### src/design/ebsd_pkg.sv
// shared types and constants of the escape byte-stuffing deframer
// no dependencies
package ebsd_pkg;

  localparam int unsigned ByteW  = 8;
  localparam int unsigned FillW  = 11;
  localparam int unsigned IndexW = 10;
  localparam int unsigned CfgIdxW  = 1;
  localparam int unsigned CfgDataW = 11;

  localparam logic [FillW-1:0] MaxFrameBytes   = 11'd1024;
  localparam logic [FillW-1:0] CapacityAtReset = 11'd1024;

  localparam logic [ByteW-1:0] EscCode   = 8'h5C;
  localparam logic [ByteW-1:0] EndCode   = 8'h65;
  localparam logic [ByteW-1:0] StartCode = 8'h73;

  localparam logic [CfgIdxW-1:0] CfgFrameCapacity = 1'd0;
  localparam logic [CfgIdxW-1:0] CfgReceiveEnable = 1'd1;

  typedef enum logic [1:0] {
    CAUSE_VALID     = 2'd0,
    CAUSE_FULL      = 2'd1,
    CAUSE_FRAME_ERR = 2'd2,
    CAUSE_LINE_ERR  = 2'd3
  } cause_t;

  typedef struct packed {
    logic [ByteW-1:0] rx_byte;
    logic             line_error;
  } in_item_t;

  typedef struct packed {
    logic [ByteW-1:0]  data_byte;
    logic              data_valid;
    logic [IndexW-1:0] data_index;
    logic              event_valid;
    logic [1:0]        event_cause;
    logic [FillW-1:0]  frame_length;
  } out_item_t;

  // register file contents seen by the decoder
  typedef struct packed {
    logic [FillW-1:0] frame_capacity;
    logic             receive_enable;
  } cfg_t;

  // held input item handed to the decoder
  typedef struct packed {
    logic     valid;
    in_item_t item;
  } stage_t;

endpackage

### src/design/ebsd_if.sv
// valid/ready channel interfaces for the deframer input and result streams
// depends on ebsd_pkg
interface ebsd_in_if;
  logic                valid;
  logic                ready;
  ebsd_pkg::in_item_t  payload;
  modport source (output valid, output payload, input ready);
  modport sink   (input valid, input payload, output ready);
endinterface

interface ebsd_out_if;
  logic                valid;
  logic                ready;
  ebsd_pkg::out_item_t payload;
  modport source (output valid, output payload, input ready);
  modport sink   (input valid, input payload, output ready);
endinterface

### src/design/ebsd_cfg.sv
// configuration registers: frame capacity and receive enable
// depends on ebsd_pkg
module ebsd_cfg (
  input  logic                          clk,
  input  logic                          rst_n,
  input  logic                          cfg_we,
  input  logic [ebsd_pkg::CfgIdxW-1:0]  cfg_index,
  input  logic [ebsd_pkg::CfgDataW-1:0] cfg_wdata,
  output ebsd_pkg::cfg_t                cfg
);

  logic [ebsd_pkg::FillW-1:0] capacity_r;
  logic                       enable_r;

  always_ff @(posedge clk) begin
    if (!rst_n) begin
      capacity_r <= ebsd_pkg::CapacityAtReset;
      enable_r   <= 1'b0;
    end else if (cfg_we) begin
      unique case (cfg_index)
        ebsd_pkg::CfgFrameCapacity: capacity_r <= cfg_wdata[ebsd_pkg::FillW-1:0];
        ebsd_pkg::CfgReceiveEnable: enable_r   <= cfg_wdata[0];
        default: ;
      endcase
    end
  end

  assign cfg.frame_capacity = capacity_r;
  assign cfg.receive_enable = enable_r;

endmodule

### src/design/ebsd_in_stage.sv
// input register: takes a transfer whenever empty or being drained
// depends on ebsd_pkg and ebsd_if
module ebsd_in_stage (
  input  logic            clk,
  input  logic            rst_n,
  ebsd_in_if.sink         in_ch,
  input  logic            advance,
  output ebsd_pkg::stage_t stage
);

  logic               valid_r, valid_nxt;
  ebsd_pkg::in_item_t item_r;
  logic               take;

  assign in_ch.ready = !valid_r || advance;
  assign take        = in_ch.valid && in_ch.ready;

  always_comb begin
    valid_nxt = valid_r;
    if (take) begin
      valid_nxt = 1'b1;
    end else if (advance) begin
      valid_nxt = 1'b0;
    end
  end

  always_ff @(posedge clk) begin
    if (!rst_n) begin
      valid_r <= 1'b0;
    end else begin
      valid_r <= valid_nxt;
    end
  end

  always_ff @(posedge clk) begin
    if (take) begin
      item_r <= in_ch.payload;
    end
  end

  assign stage.valid = valid_r;
  assign stage.item  = item_r;

endmodule

### src/design/ebsd_decode.sv
// escape decoder: frame state, fill counter and the result register
// depends on ebsd_pkg and ebsd_if
module ebsd_decode (
  input  logic             clk,
  input  logic             rst_n,
  input  ebsd_pkg::cfg_t   cfg,
  input  ebsd_pkg::stage_t stage,
  output logic             advance,
  ebsd_out_if.source       out_ch
);

  logic                       esc_r, esc_nxt;
  logic [ebsd_pkg::FillW-1:0] fill_r, fill_nxt;
  logic                       out_valid_r, out_valid_nxt;
  ebsd_pkg::out_item_t        out_item_r;

  ebsd_pkg::out_item_t        res;
  logic                       has_res;
  logic [ebsd_pkg::FillW-1:0] cap_eff;
  logic [ebsd_pkg::FillW-1:0] fill_inc;
  logic [ebsd_pkg::ByteW-1:0] b;

  assign advance  = stage.valid && (!out_valid_r || out_ch.ready);
  assign b        = stage.item.rx_byte;
  assign cap_eff  = (cfg.frame_capacity > ebsd_pkg::MaxFrameBytes) ?
                    ebsd_pkg::MaxFrameBytes : cfg.frame_capacity;
  // fill stays below 1024 at rest, so the increment cannot wrap
  assign fill_inc = fill_r + 11'd1;

  always_comb begin
    res      = '0;
    has_res  = 1'b0;
    esc_nxt  = esc_r;
    fill_nxt = fill_r;
    if (stage.item.line_error) begin
      // escape flag survives a line error
      has_res          = 1'b1;
      res.event_valid  = 1'b1;
      res.event_cause  = ebsd_pkg::CAUSE_LINE_ERR;
      res.frame_length = fill_r;
      fill_nxt         = '0;
    end else if (!cfg.receive_enable) begin
      has_res = 1'b0;
    end else if (!esc_r && b == ebsd_pkg::EscCode) begin
      esc_nxt = 1'b1;
    end else if (esc_r && b == ebsd_pkg::EndCode) begin
      esc_nxt          = 1'b0;
      has_res          = 1'b1;
      res.event_valid  = 1'b1;
      res.event_cause  = ebsd_pkg::CAUSE_VALID;
      res.frame_length = fill_r;
      fill_nxt         = '0;
    end else if (esc_r && b == ebsd_pkg::StartCode) begin
      esc_nxt  = 1'b0;
      fill_nxt = '0;
    end else if (esc_r && b != ebsd_pkg::EscCode) begin
      esc_nxt         = 1'b0;
      has_res         = 1'b1;
      res.event_valid = 1'b1;
      res.event_cause = ebsd_pkg::CAUSE_FRAME_ERR;
      fill_nxt        = '0;
    end else begin
      // payload byte, plain or escaped literal
      esc_nxt        = 1'b0;
      has_res        = 1'b1;
      res.data_byte  = b;
      res.data_valid = 1'b1;
      res.data_index = fill_r[ebsd_pkg::IndexW-1:0];
      if (fill_inc >= cap_eff) begin
        res.event_valid  = 1'b1;
        res.event_cause  = ebsd_pkg::CAUSE_FULL;
        res.frame_length = fill_inc;
        fill_nxt         = '0;
      end else begin
        fill_nxt = fill_inc;
      end
    end
  end

  always_comb begin
    out_valid_nxt = out_valid_r;
    if (advance && has_res) begin
      out_valid_nxt = 1'b1;
    end else if (out_ch.ready) begin
      out_valid_nxt = 1'b0;
    end
  end

  always_ff @(posedge clk) begin
    if (!rst_n) begin
      esc_r       <= 1'b0;
      fill_r      <= '0;
      out_valid_r <= 1'b0;
    end else begin
      out_valid_r <= out_valid_nxt;
      if (advance) begin
        esc_r  <= esc_nxt;
        fill_r <= fill_nxt;
      end
    end
  end

  always_ff @(posedge clk) begin
    if (advance && has_res) begin
      out_item_r <= res;
    end
  end

  assign out_ch.valid   = out_valid_r;
  assign out_ch.payload = out_item_r;

endmodule

### src/design/escape_byte_stuffing_deframer.sv
// Escape byte-stuffing deframer for a serial receive stream.
// Channels: in_rx carries one received byte with its line-error flag per
// transfer; out_res carries at most one result per input transfer: a payload
// byte with its frame index, a frame event (end, buffer full, frame error,
// line error), or both when the byte fills the frame.
// Configuration: cfg_we/cfg_index/cfg_wdata write frame_capacity (index 0)
// and receive_enable (index 1); write only while no transfer is in flight.
// Path: an input transfer is held in the input register and its result is
// then held in the result register, which drives out_res.
// Throughput: one input transfer per cycle while out_res is not stalled; the
// escape flag and fill counter are updated as each held byte is decoded.
// Reset (rst_n low, synchronous): capacity 1024, reception disabled, escape
// flag and fill count cleared, both stages empty.
// Receiver stall: the result register holds its item; the input register
// still takes one more transfer, after which in_rx.ready drops until the
// result is taken. Inputs that make no result never wait on the receiver
// unless a result is already parked ahead of them.
// Depends on ebsd_pkg, ebsd_if, ebsd_cfg, ebsd_in_stage and ebsd_decode.
module escape_byte_stuffing_deframer (
  input  logic                          clk,
  input  logic                          rst_n,
  ebsd_in_if.sink                       in_rx,
  ebsd_out_if.source                    out_res,
  input  logic                          cfg_we,
  input  logic [ebsd_pkg::CfgIdxW-1:0]  cfg_index,
  input  logic [ebsd_pkg::CfgDataW-1:0] cfg_wdata
);

  ebsd_pkg::cfg_t   cfg;
  ebsd_pkg::stage_t stage;
  logic             advance;

  ebsd_cfg u_cfg (
    .clk       (clk),
    .rst_n     (rst_n),
    .cfg_we    (cfg_we),
    .cfg_index (cfg_index),
    .cfg_wdata (cfg_wdata),
    .cfg       (cfg)
  );

  ebsd_in_stage u_in_stage (
    .clk     (clk),
    .rst_n   (rst_n),
    .in_ch   (in_rx),
    .advance (advance),
    .stage   (stage)
  );

  ebsd_decode u_decode (
    .clk     (clk),
    .rst_n   (rst_n),
    .cfg     (cfg),
    .stage   (stage),
    .advance (advance),
    .out_ch  (out_res)
  );

endmodule

### src/flat_wrapper.sv
// flat-port wrapper written by rule: the top's interface ports become plain ports
module escape_byte_stuffing_deframer_flat 
  (clk, rst_n, cfg_we, cfg_index, cfg_wdata, in_rx_valid, in_rx_payload, in_rx_ready, out_res_valid, out_res_payload, out_res_ready);
  ebsd_in_if in_rx_i ();
  ebsd_out_if out_res_i ();
  input  logic clk;
  input  logic rst_n;
  input  logic cfg_we;
  input  logic [ebsd_pkg::CfgIdxW-1:0] cfg_index;
  input  logic [ebsd_pkg::CfgDataW-1:0] cfg_wdata;
  input wire logic [$bits(in_rx_i.valid)-1:0] in_rx_valid;
  input wire logic [$bits(in_rx_i.payload)-1:0] in_rx_payload;
  output wire logic [$bits(in_rx_i.ready)-1:0] in_rx_ready;
  output wire logic [$bits(out_res_i.valid)-1:0] out_res_valid;
  output wire logic [$bits(out_res_i.payload)-1:0] out_res_payload;
  input wire logic [$bits(out_res_i.ready)-1:0] out_res_ready;
  assign in_rx_i.valid = in_rx_valid;
  assign in_rx_i.payload = in_rx_payload;
  assign in_rx_ready = in_rx_i.ready;
  assign out_res_valid = out_res_i.valid;
  assign out_res_payload = out_res_i.payload;
  assign out_res_i.ready = out_res_ready;
  escape_byte_stuffing_deframer u_core (.clk(clk), .rst_n(rst_n), .in_rx(in_rx_i), .out_res(out_res_i), .cfg_we(cfg_we), .cfg_index(cfg_index), .cfg_wdata(cfg_wdata));
endmodule
### config.mk
export PLATFORM = sky130hd
export DESIGN_NAME = escape_byte_stuffing_deframer_flat
export DESIGN_NICKNAME = d
export VERILOG_FILES = /design/src/design/ebsd_pkg.sv /design/src/design/ebsd_if.sv /design/src/design/ebsd_cfg.sv /design/src/design/ebsd_in_stage.sv /design/src/design/ebsd_decode.sv /design/src/design/escape_byte_stuffing_deframer.sv /design/src/flat_wrapper.sv
export SDC_FILE = /design/constraint.sdc
export NUM_CORES = 1
export LEC_CHECK = 0
export BUFFER_PORTS_ARGS = -buffer_cell sky130_fd_sc_hd__buf_4
export CAP_MARGIN = 20
export CORE_UTILIZATION = 50
export CTS_CLUSTER_DIAMETER = 50
export DETAILED_ROUTE_END_ITERATION = 8
export GPL_ROUTABILITY_DRIVEN = 0
export GPL_TIMING_DRIVEN = 1
export PLACE_DENSITY = 0.73
export SLEW_MARGIN = 30
export SYNTH_ARGS = -nofsm -noshare
export SYNTH_HDL_FRONTEND = slang
export SYNTH_SLANG_ARGS = --single-unit
### constraint.sdc
create_clock -name clk -period 5.35 [get_ports clk]
set_input_delay 0.535 -clock clk [delete_from_list [all_inputs] [get_ports clk]]
set_output_delay 0.535 -clock clk [all_outputs]
set_load 0.02 [all_outputs]
# [Word level (Yosys, flattened, before mapping)]
# Index checks and enable logic that the tools add are counted.
[op_classes] n_eq_ne=5 shifts=0 reduce_logical=21 n_div=0 multipliers=0 bitwise_logic=3 muxes=27 addsub=1 order_cmp=2
[ops] operator="two-way mux 11 bit" n=10
[ops] operator="two-way mux 14 bit" n=4
[ops] operator="two-way mux 33 bit" n=1
[ops] operator="equality test 8 x 7 -> 1 bit, second input constant" n=3
[ops] operator="two-way mux 19 bit" n=1
[ops] operator="adder 11 x 1 -> 11 bit, second input constant" n=1
[ops] operator="greater-or-equal comparator 11 bit" n=1
[ops] operator="> comparator 11 bit, second input constant" n=1
[ops] operator="two-way mux 1 bit" n=10
[ops] operator="!= test 8 x 7 -> 1 bit, second input constant" n=1
[ops] operator="logical AND 1 bit" n=7
[ops] operator="AND reduction 3 bit" n=2
[ops] operator="nonzero test 2 bit" n=3
[ops] operator="OR reduction 6 bit" n=1
[ops] operator="OR reduction 5 bit" n=1
[ops] operator="AND reduction 2 bit" n=2
[ops] operator="zero test 1 bit" n=3
[ops] operator="two-way mux 3 bit" n=1
[ops] operator="inverter 1 bit" n=3
[ops] operator="logical OR 1 bit" n=2
[ops] operator="!= test 2 x 1 -> 1 bit, second input constant" n=1
[word_totals] in_bits=26 latch_bits=0 ramBits=0 n_memories=0 register_bits=68 elab_cells=73 rom_bits=0 output_inout_bits=35

# [Logic depth before layout (Yosys ltp)]
# Gate-level depths: netlist of run 1.
[depth] depth_word=10 mapped_depth=12 mapped_depth_nobuf=11

# [Modules after synthesis]
# Synthesis of run 1 repeated with hierarchy kept, for this count alone.
[hier_totals] cells_unflattened=279 area_unflattened_um2=3225.6
[by_module_without_submodules] module="ebsd_decode" cells_each=211 seq_area_each_um2=1251.2 instances=1 area_per_inst_um2=2384.8
[by_module_without_submodules] module="ebsd_cfg" cells_each=53 seq_area_each_um2=240.2 instances=1 area_per_inst_um2=505.5
[by_module_without_submodules] module="ebsd_in_stage" cells_each=15 seq_area_each_um2=290.3 instances=1 area_per_inst_um2=335.3

# [Least setup slack after synthesis of run 1]
# OpenSTA, ideal clock, no wires.
[synth_path] path_kind="register to register" from="register u_core.u_in_stage.item_r (netlist bit u_core.u_in_stage.stage[7])" to="register u_core.u_decode.out_item_r (netlist bit u_core.u_decode.out_ch.payload[0]), enable pin" stages_incl_launch_ff=6 setup_time_ps=423 n_path_buf=0 period_less_slack_ps=2881 required_time_ps=4927 slack_ps=2469 arrival_ps=2458 path_cell_list="edfxtp_1 and4bb_2 and3_1 a21oi_1 a21oi_1 nor2_1"
[synth_between] elab_chain_len=8 elab_cells_between_ends=12 classes_between="eq/ne (3); mux (5); reduce/logical (4)"
[synth_lines] item="from (decl)" line_no="ebsd_in_stage.sv:12" text="ebsd_pkg::in_item_t item_r;"
[synth_lines] item="from (signal assigned)" line_no="ebsd_in_stage.sv:37" text="item_r <= in_ch.payload;"
[synth_lines] item="equality test 8 x 7 -> 1 bit" line_no="ebsd_decode.sv:53" text="end else if (esc_r && b == ebsd_pkg::StartCode) begin"
[synth_lines] item="logical AND 1 bit" line_no="ebsd_decode.sv:53"
[synth_lines] item="two-way mux 1 bit" line_no="ebsd_decode.sv:53"
[synth_lines] item="two-way mux 1 bit" line_no="ebsd_decode.sv:46" text="end else if (esc_r && b == ebsd_pkg::EndCode) begin"
[synth_lines] item="two-way mux 1 bit (*)" line_no="ebsd_decode.sv:44" text="end else if (!esc_r && b == ebsd_pkg::EscCode) begin"
[synth_lines] item="two-way mux 1 bit (*)" line_no="ebsd_decode.sv:42" text="end else if (!cfg.receive_enable) begin"
[synth_lines] item="two-way mux 1 bit (*)" line_no="ebsd_decode.sv:35" text="if (stage.item.line_error) begin"
[synth_lines] item="logical AND 1 bit (*)" line_no="ebsd_decode.sv:104" text="if (advance && has_res) begin"
[synth_lines] item="to (signal assigned)" line_no="ebsd_decode.sv:105" text="out_item_r <= res;"
[synth_lines] item="to (decl)" line_no="ebsd_decode.sv:15" text="ebsd_pkg::out_item_t out_item_r;"
# Mark *: on every way between the ends. The rest lies on a longest branch, timed or not.
# A chain may end at the register's enable or synchronous reset.

==> metrics.md, run 1 <==
| Metric | Value |
|---|---|
| Status | finished clean |
| VDD IR max | 0.000244 V |
| Drt drc | 0 |
| Most common cell in the netlist | nand2_1 |
| Post-synth EDFFs | 42 |
| Worst hold slack | 0.361 ns |
| # port buffers | 60 |
| Worst-path clk slew | 0.07 ns |
| Reg-to-Reg End | u_core.u_decode.out_ch.payload[2] |
| Final worst path period share | 58.7% |
| Crit Reg-Reg Startpoint | u_core.u_decode.fill_r[0] |
| Final worst slack | 2.21 ns |
| Post-synth top area share | 39.6% |
| Post-CTS sizing | 0 |
| WP data arrival | 3.23 ns |
| Final hold vios | 0 |
| ANT cells | 0 |
| Final core utilization | 64.8% |
| Seq cells post-synth | 68 |
| Syn Inst Count | 293 |
| Max-capacitance violation count | 0 |
| Syn Std Cell Area | 0.00318 mm2 |
| Placement Rows | 28 |
| R2R Setup Slk | 2.21 ns |
| Total GRT Usage | 20.0% |
| Number of global-route vias before repair | 2134 |
| Die width | 81.8 um |
| Final HPWL DP | 4350 um |
| P per Cell Area | 281 mW/mm2 |
| Per-cell routed wire length | 13.8 um |
| Setup violators final | 0 |
| Fin crit period | 3.14 ns |
| Sw frac | 21.7% |
| Ys async rst share | 0% |
| Slew Viols, Final | 0 |
| Pin count of the biggest net entering global routing | 33 |
| Fin area | 0.00391 mm2 |
| Initial antenna violation count | 0 |
| Nets | 395 |
| DR iter-0 viols | 135 |
| Dpl ws | 2.31 ns |
| Total Wirelength | 6020 um |
| Crit. End Element | flip-flop |
| Initial Util | 52.8% |
| Min-delay worst type | in2reg |
| CTS H-Tree Depth | 3 |
| Die Y | 81.8 um |
| Reg2Reg Depth | 10 |
| Critical path startpoint category | flip-flop |
| RSZ-0062 raised after global routing | no |
| Max clock buf depth | 2 |
| Global-route wire length before repair | 9760 um |
| Post-synthesis sequential area ratio | 56.0% |
| Clock share of power | 41.3% |
| Dominant synthesized flop cell | edfxtp_1 |
| Area of the core | 0.00603 mm2 |
| Cell variety after synth | 49 |
| CTS root buffer | clkbuf_8 |
| CTS tree | yes |
| Synth top area cells | edfxtp_1 (40%), dfxtp_1 (16%), nand2_1 (7.2%) |
| Slew @ Worst Pin | 0.724 ns |
| Hold Path Depth | 1 |
| Routed Antenna Nets | 0 |
| Total global routing overflow | 0 |
| Fin Setup TNS | 0 ns |
| Maximum fanout along the worst path | 8 |
| Share of cells above drive strength 1 | 25.7% |
| First-pass DRT Iterations | 4 |
| Headroom to the max-slew limit | 51.6% |
| Worst Hold End | u_core.u_in_stage.stage[1] |
| IO Count | 61 |
| Worst-Skew Late Latency | 0.35 ns |
| Synth area leader | edfxtp_1 |
| Sw Pwr | 239 uW |
| Synthesis-to-finish area growth | 22.8% |
| Hold Buf Count CTS | 0 |
| Clock Skews | 0.00770 ns |
| Internal | 859 uW |
| Hold Crit Start | in_rx_payload[1] |
| Total Die Area | 0.00669 mm2 |
| Crit path required time | 5.44 ns |
| Pleak | 1.54 nW |
| Achievable Freq | 319 MHz |
| Kind of critical path | reg2reg |
| Placed Area | 0.00369 mm2 |
| Post-CTS Setup Repair Bufs | 0 |
| Syn Nets | 331 |
| Top cells by count, synth | nand2_1 (61), edfxtp_1 (42), dfxtp_1 (26), and2_1 (18), ha_1 (12) |
| Vias | 2299 |
| Register share of total power | 52.6% |
| Number of vias per cell | 5.26 |
| Synth Warn # | 0 |
| Combinational share of power | 6.1% |
| CTS Buf Count | 9 |
| # clock sinks | 68 |
| Syn avg cell area | 10.9 um2 |
-- layout by cell type (no fill, tap or decap), drive strengths merged, types with 3 or more instances in the layout --
cell and n:
ha 12, inv 12, buf 61, nor2 8
o211ai 3, and2 19, dfxtp 26, nand2 61
nand3 7, nand2b 5, xnor2 6, edfxtp 42
clkbuf 9, a21boi 11, nand4 7, a21oi 12
nor2b 8, clkinv 3, o21ai 20
-- cells by family (layout without fill, tap and decap cells) --
logic type,count (synthesis),count (layout),synth area share (%)
compound gates,59,59,12.7
xor+xnor,8,8,2.20
fa+ha+maj,12,12,4.72
buf+inv,19,88,2.75
flops,68,68,56.0
simple gates,127,127,21.7
-- final cells by class --
cell class	instances	area, um2
Clock buffer	9	124
Fill cell	496	2120
Multi-Input combinational cell	206	1320
Sequential cell	68	1780
Timing Repair Buffer	61	458
Inverter	11	43.8
Clock inverter	7	90.1
Tap cell	75	93.8
-- power by group through the flow --
stage / combinational [mW] / clock [mW] / sequential [mW]
global placement: 0.0669 / 0 / 0.589
global route: 0.0740 / 0.483 / 0.579
detailed placement: 0.0678 / 0 / 0.589
CTS: 0.0681 / 0.459 / 0.577
floorplan: 0.0332 / 0 / 0.593
finish: 0.0671 / 0.454 / 0.577
-- routing by layer --
metal	up-vias	wire (um)	track usage, %	part of all wire, %
met5	-	0	0	0
met4	0	108	10.2	1.8
met3	11	306	4.78	5.1
met2	60	2910	32.1	48
met1	1052	2700	25.0	45
li1	1176	-	-	-
-- how the worst max path moves through the flow --
stage | start | endpoint | depth (start not counted)
finish | u_core.u_decode.fill_r[0] | u_core.u_decode.out_ch.payload[2] | 10
detailed placement | u_core.u_decode.fill_r[0] | u_core.u_decode.out_ch.payload[2] | 10
global route | u_core.u_decode.fill_r[0] | u_core.u_decode.out_ch.payload[2] | 10
floorplan | u_core.u_in_stage.stage[7] | u_core.u_decode.out_ch.payload[0] | 5
global placement | u_core.u_decode.fill_r[0] | u_core.u_decode.out_ch.payload[2] | 11
CTS | u_core.u_decode.fill_r[0] | u_core.u_decode.out_ch.payload[2] | 10
-- stage by stage --
| stage | cells | total power, mW |
|---|---|---|
| final | 437 | 1.10 |
| after global routing | 437 | 1.14 |
| after CTS | 437 | 1.10 |
| after detailed placement | 421 | 0.656 |
| after global placement | 421 | 0.655 |
| after floorplan | 293 | 0.626 |
-- registers in the layout, summed over array words and instances (netlist names) --
name and count:
u_core.u_in_stage.stage 9, u_core.u_cfg.enable_r 1, u_core.u_cfg.capacity_r 11, u_core.u_in_stage.valid_r 1
u_core.u_decode.fill_r 11, u_core.u_decode.out_ch.valid 1, u_core.u_decode.esc_r 1, u_core.u_decode.out_ch.payload 33
-- critical path, stage by stage, from the launching register on --
cell and delay, ns:
dfxtp_1 0.45, nand3_1 0.23, nor4_1 0.37, xnor2_1 0.21, inv_1 0.08, ha_1 0.31, nand4_1 0.13, nor2_1 0.08
a21oi_1 0.51, a21oi_2 0.16, a221o_2 0.37
Power figures use the tool's default switching activity.
==> run 2, diff against run 1 <==
Clock period 5.35 ns to 3.27 ns, I/O delays scaled along.
==> metrics.md, run 2 (synthesis results as in run 1) <==
| Metric | Value |
|---|---|
| Total GRT Usage | 20.7% (was 20.0%) |
| VDD IR max | 0.000266 V (was 0.000244 V) |
| Share of cells above drive strength 1 | 25.6% (was 25.7%) |
| Filler instances | 511 (was 496) |
| Drt drc | 0 (unchanged) |
| WP buf/inv | 2 (was 1) |
| Slew Viols, Final | 0 (unchanged) |
| CTS H-Tree Depth | 3 (unchanged) |
| IO Count | 61 (unchanged) |
| Final hold vios | 0 (unchanged) |
| Die width | 81.8 um (unchanged) |
| Area of the core | 0.00603 mm2 (unchanged) |
| Placement Rows | 28 (unchanged) |
| Fin Setup TNS | 0 ns (unchanged) |
| Post-CTS Setup Repair Bufs | 0 (unchanged) |
| ANT cells | 0 (unchanged) |
| Final HPWL DP | 4440 um (was 4350 um) |
| Commonest non-fill, non-tap cells in the layout | buf_4 (62), nand2_1 (61), edfxtp_1 (42) (was nand2_1 (61), buf_4 (61), edfxtp_1 (42)) |
| Max FFs per register | 33 (unchanged) |
| Total global routing overflow | 0 (unchanged) |
| Slowest Stage Delay on Critical Path | 0.44 ns (was 0.51 ns) |
| Global-route wire length before repair | 10100 um (was 9760 um) |
| Setup violators final | 0 (unchanged) |
| CP max stage cell | dfxtp_1 (was a21oi_1) |
| CTS Buf Count | 9 (unchanged) |
| Status | finished clean (unchanged) |
| Post-CTS sizing | 0 (unchanged) |
| Synthesis-to-finish area growth | 21.3% (was 22.8%) |
| RSZ-0062 raised after global routing | no (unchanged) |
| Final worst slack | 0.379 ns (was 2.21 ns) |
| P per Cell Area | 421 mW/mm2 (was 281 mW/mm2) |
| Max-capacitance violation count | 0 (unchanged) |
| Vias | 2341 (was 2299) |
| Fin crit period | 2.89 ns (was 3.14 ns) |
| # clock sinks | 68 (unchanged) |
| Cell breakdown of the critical path | ha_1 -> and2_1 -> nand4_1 -> xor2_1 -> inv_1 -> ha_1 -> a21oi_1 -> o21ai_0 -> a21oi_1 -> buf_4 -> a21oi_2 -> a221o_2 (was nand3_1 -> nor4_1 -> xnor2_1 -> inv_1 -> ha_1 -> nand4_1 -> nor2_1 -> a21oi_1 -> a21oi_2 -> a221o_2) |
| Die Y | 81.8 um (unchanged) |
| Crit path required time | 3.37 ns (was 5.44 ns) |
| CTS tree | yes (unchanged) |
| Maximum fanout along the worst path | 8 (unchanged) |
| Worst path top cell family by delay | compound AO/OA/AOI/OAI gates (unchanged) |
| Most common cell after layout, fill and taps aside | buf_4 |
| Min-delay worst type | in2reg (unchanged) |
| Worst-Skew Late Latency | 0.35 ns (about the same) |
| Worst-path clk slew | 0.07 ns (about the same) |
| Critical path startpoint category | flip-flop (unchanged) |
| Total chip power | 1.62 mW (was 1.10 mW) |
| WP data arrival | 2.99 ns (was 3.23 ns) |
| Slew @ Worst Pin | 0.776 ns (was 0.724 ns) |
| Achievable Freq | 346 MHz (was 319 MHz) |
| Pleak | 1.52 nW (was 1.54 nW) |
| Routed Antenna Nets | 0 (unchanged) |
| First-pass DRT Iterations | 5 (was 4) |
| Number of global-route vias before repair | 2245 (was 2134) |
| Hold Buf Count CTS | 0 (unchanged) |
| Initial antenna violation count | 0 (unchanged) |
| Dpl ws | 0.434 ns (was 2.31 ns) |
| Clock Skews | 0.00557 ns (was 0.00770 ns) |
| Headroom to the max-slew limit | 48.2% (was 51.6%) |
| Final worst path period share | 88.4% (was 58.7%) |
| Kind of critical path | reg2reg (unchanged) |
| Number of vias per cell | 5.34 (was 5.26) |
| Crit. End Element | flip-flop (unchanged) |
| CTS root buffer | clkbuf_8 (unchanged) |
| Per-cell routed wire length | 14.1 um (was 13.8 um) |
| Nets | 396 (was 395) |
| Initial Util | 52.8% (unchanged) |
| Max clock buf depth | 2 (unchanged) |
| Pin count of the biggest net entering global routing | 33 (unchanged) |
| Total Die Area | 0.00669 mm2 (unchanged) |
| # port buffers | 60 (unchanged) |
| Total Wirelength | 6180 um (was 6020 um) |
| DR iter-0 viols | 172 (was 135) |
-- run 2: report_power, final --
part           switching [mW]  internal (mW)  total, mW  leakage, nW
Combinational          0.0617         0.0503      0.112        0.792
Clock                   0.301          0.266      0.568       0.0832
Sequential             0.0137          0.931      0.945        0.643
Total                   0.376           1.25       1.62         1.52
-- run 2: worst register-to-register path, stage by stage, from the launching register on --
cell and delay [ns]:
dfxtp_1 0.44, ha_1 0.22, and2_1 0.20, nand4_1 0.12
xor2_1 0.23, inv_1 0.07, ha_1 0.33, a21oi_1 0.15
o21ai_0 0.13, a21oi_1 0.13, buf_4 0.17, a21oi_2 0.09
a221o_2 0.35
-- run 2: layout make-up --
class,instances,area [um2],share of cell area (%)
clock buffer,10,128,3.31
clock inverter,6,31.3,0.810
inverter,11,43.8,1.13
multi-input combinational,206,1320,34.1
sequential,68,1780,46.2
tap,75,93.8,2.43
timing repair buffer,62,465,12.1
-- run 2: routing by layer --
metal  part of all wire, %  track usage [%]
met2                    49             34.1
met3                   5.1             4.67
met4                   2.4             11.2
met1                    44             24.9
met5                     0                0
-- run 2: path summary, 6_finish.rpt --
| kind | start | endpoint | slack (ns) | cells after the start |
|---|---|---|---|---|
| max | u_core.u_decode.fill_r[0] | u_core.u_decode.out_ch.payload[2] | 0.38 | 12 |
| min | in_rx_payload[8] | u_core.u_in_stage.stage[8] | 0.15 | 1 |
| max reg2reg | u_core.u_decode.fill_r[0] | u_core.u_decode.out_ch.payload[2] | 0.38 | 12 |
| min reg2reg | u_core.u_cfg.capacity_r[0] | u_core.u_cfg.capacity_r[0] | 0.46 | 2 |
-- run 2: metrics by stage --
step,std cells,hold WS (ns),utilization [%],area [um2]
6_report,438,0.150,64.1,3860
5_1_grt,438,0.141,64.1,3860
3_5_place_dp,422,0.456,61.4,3700
4_1_cts,438,0.143,64.1,3860
2_1_floorplan,293,0.426,-,3180
3_3_place_gp,422,0.452,61.4,3700
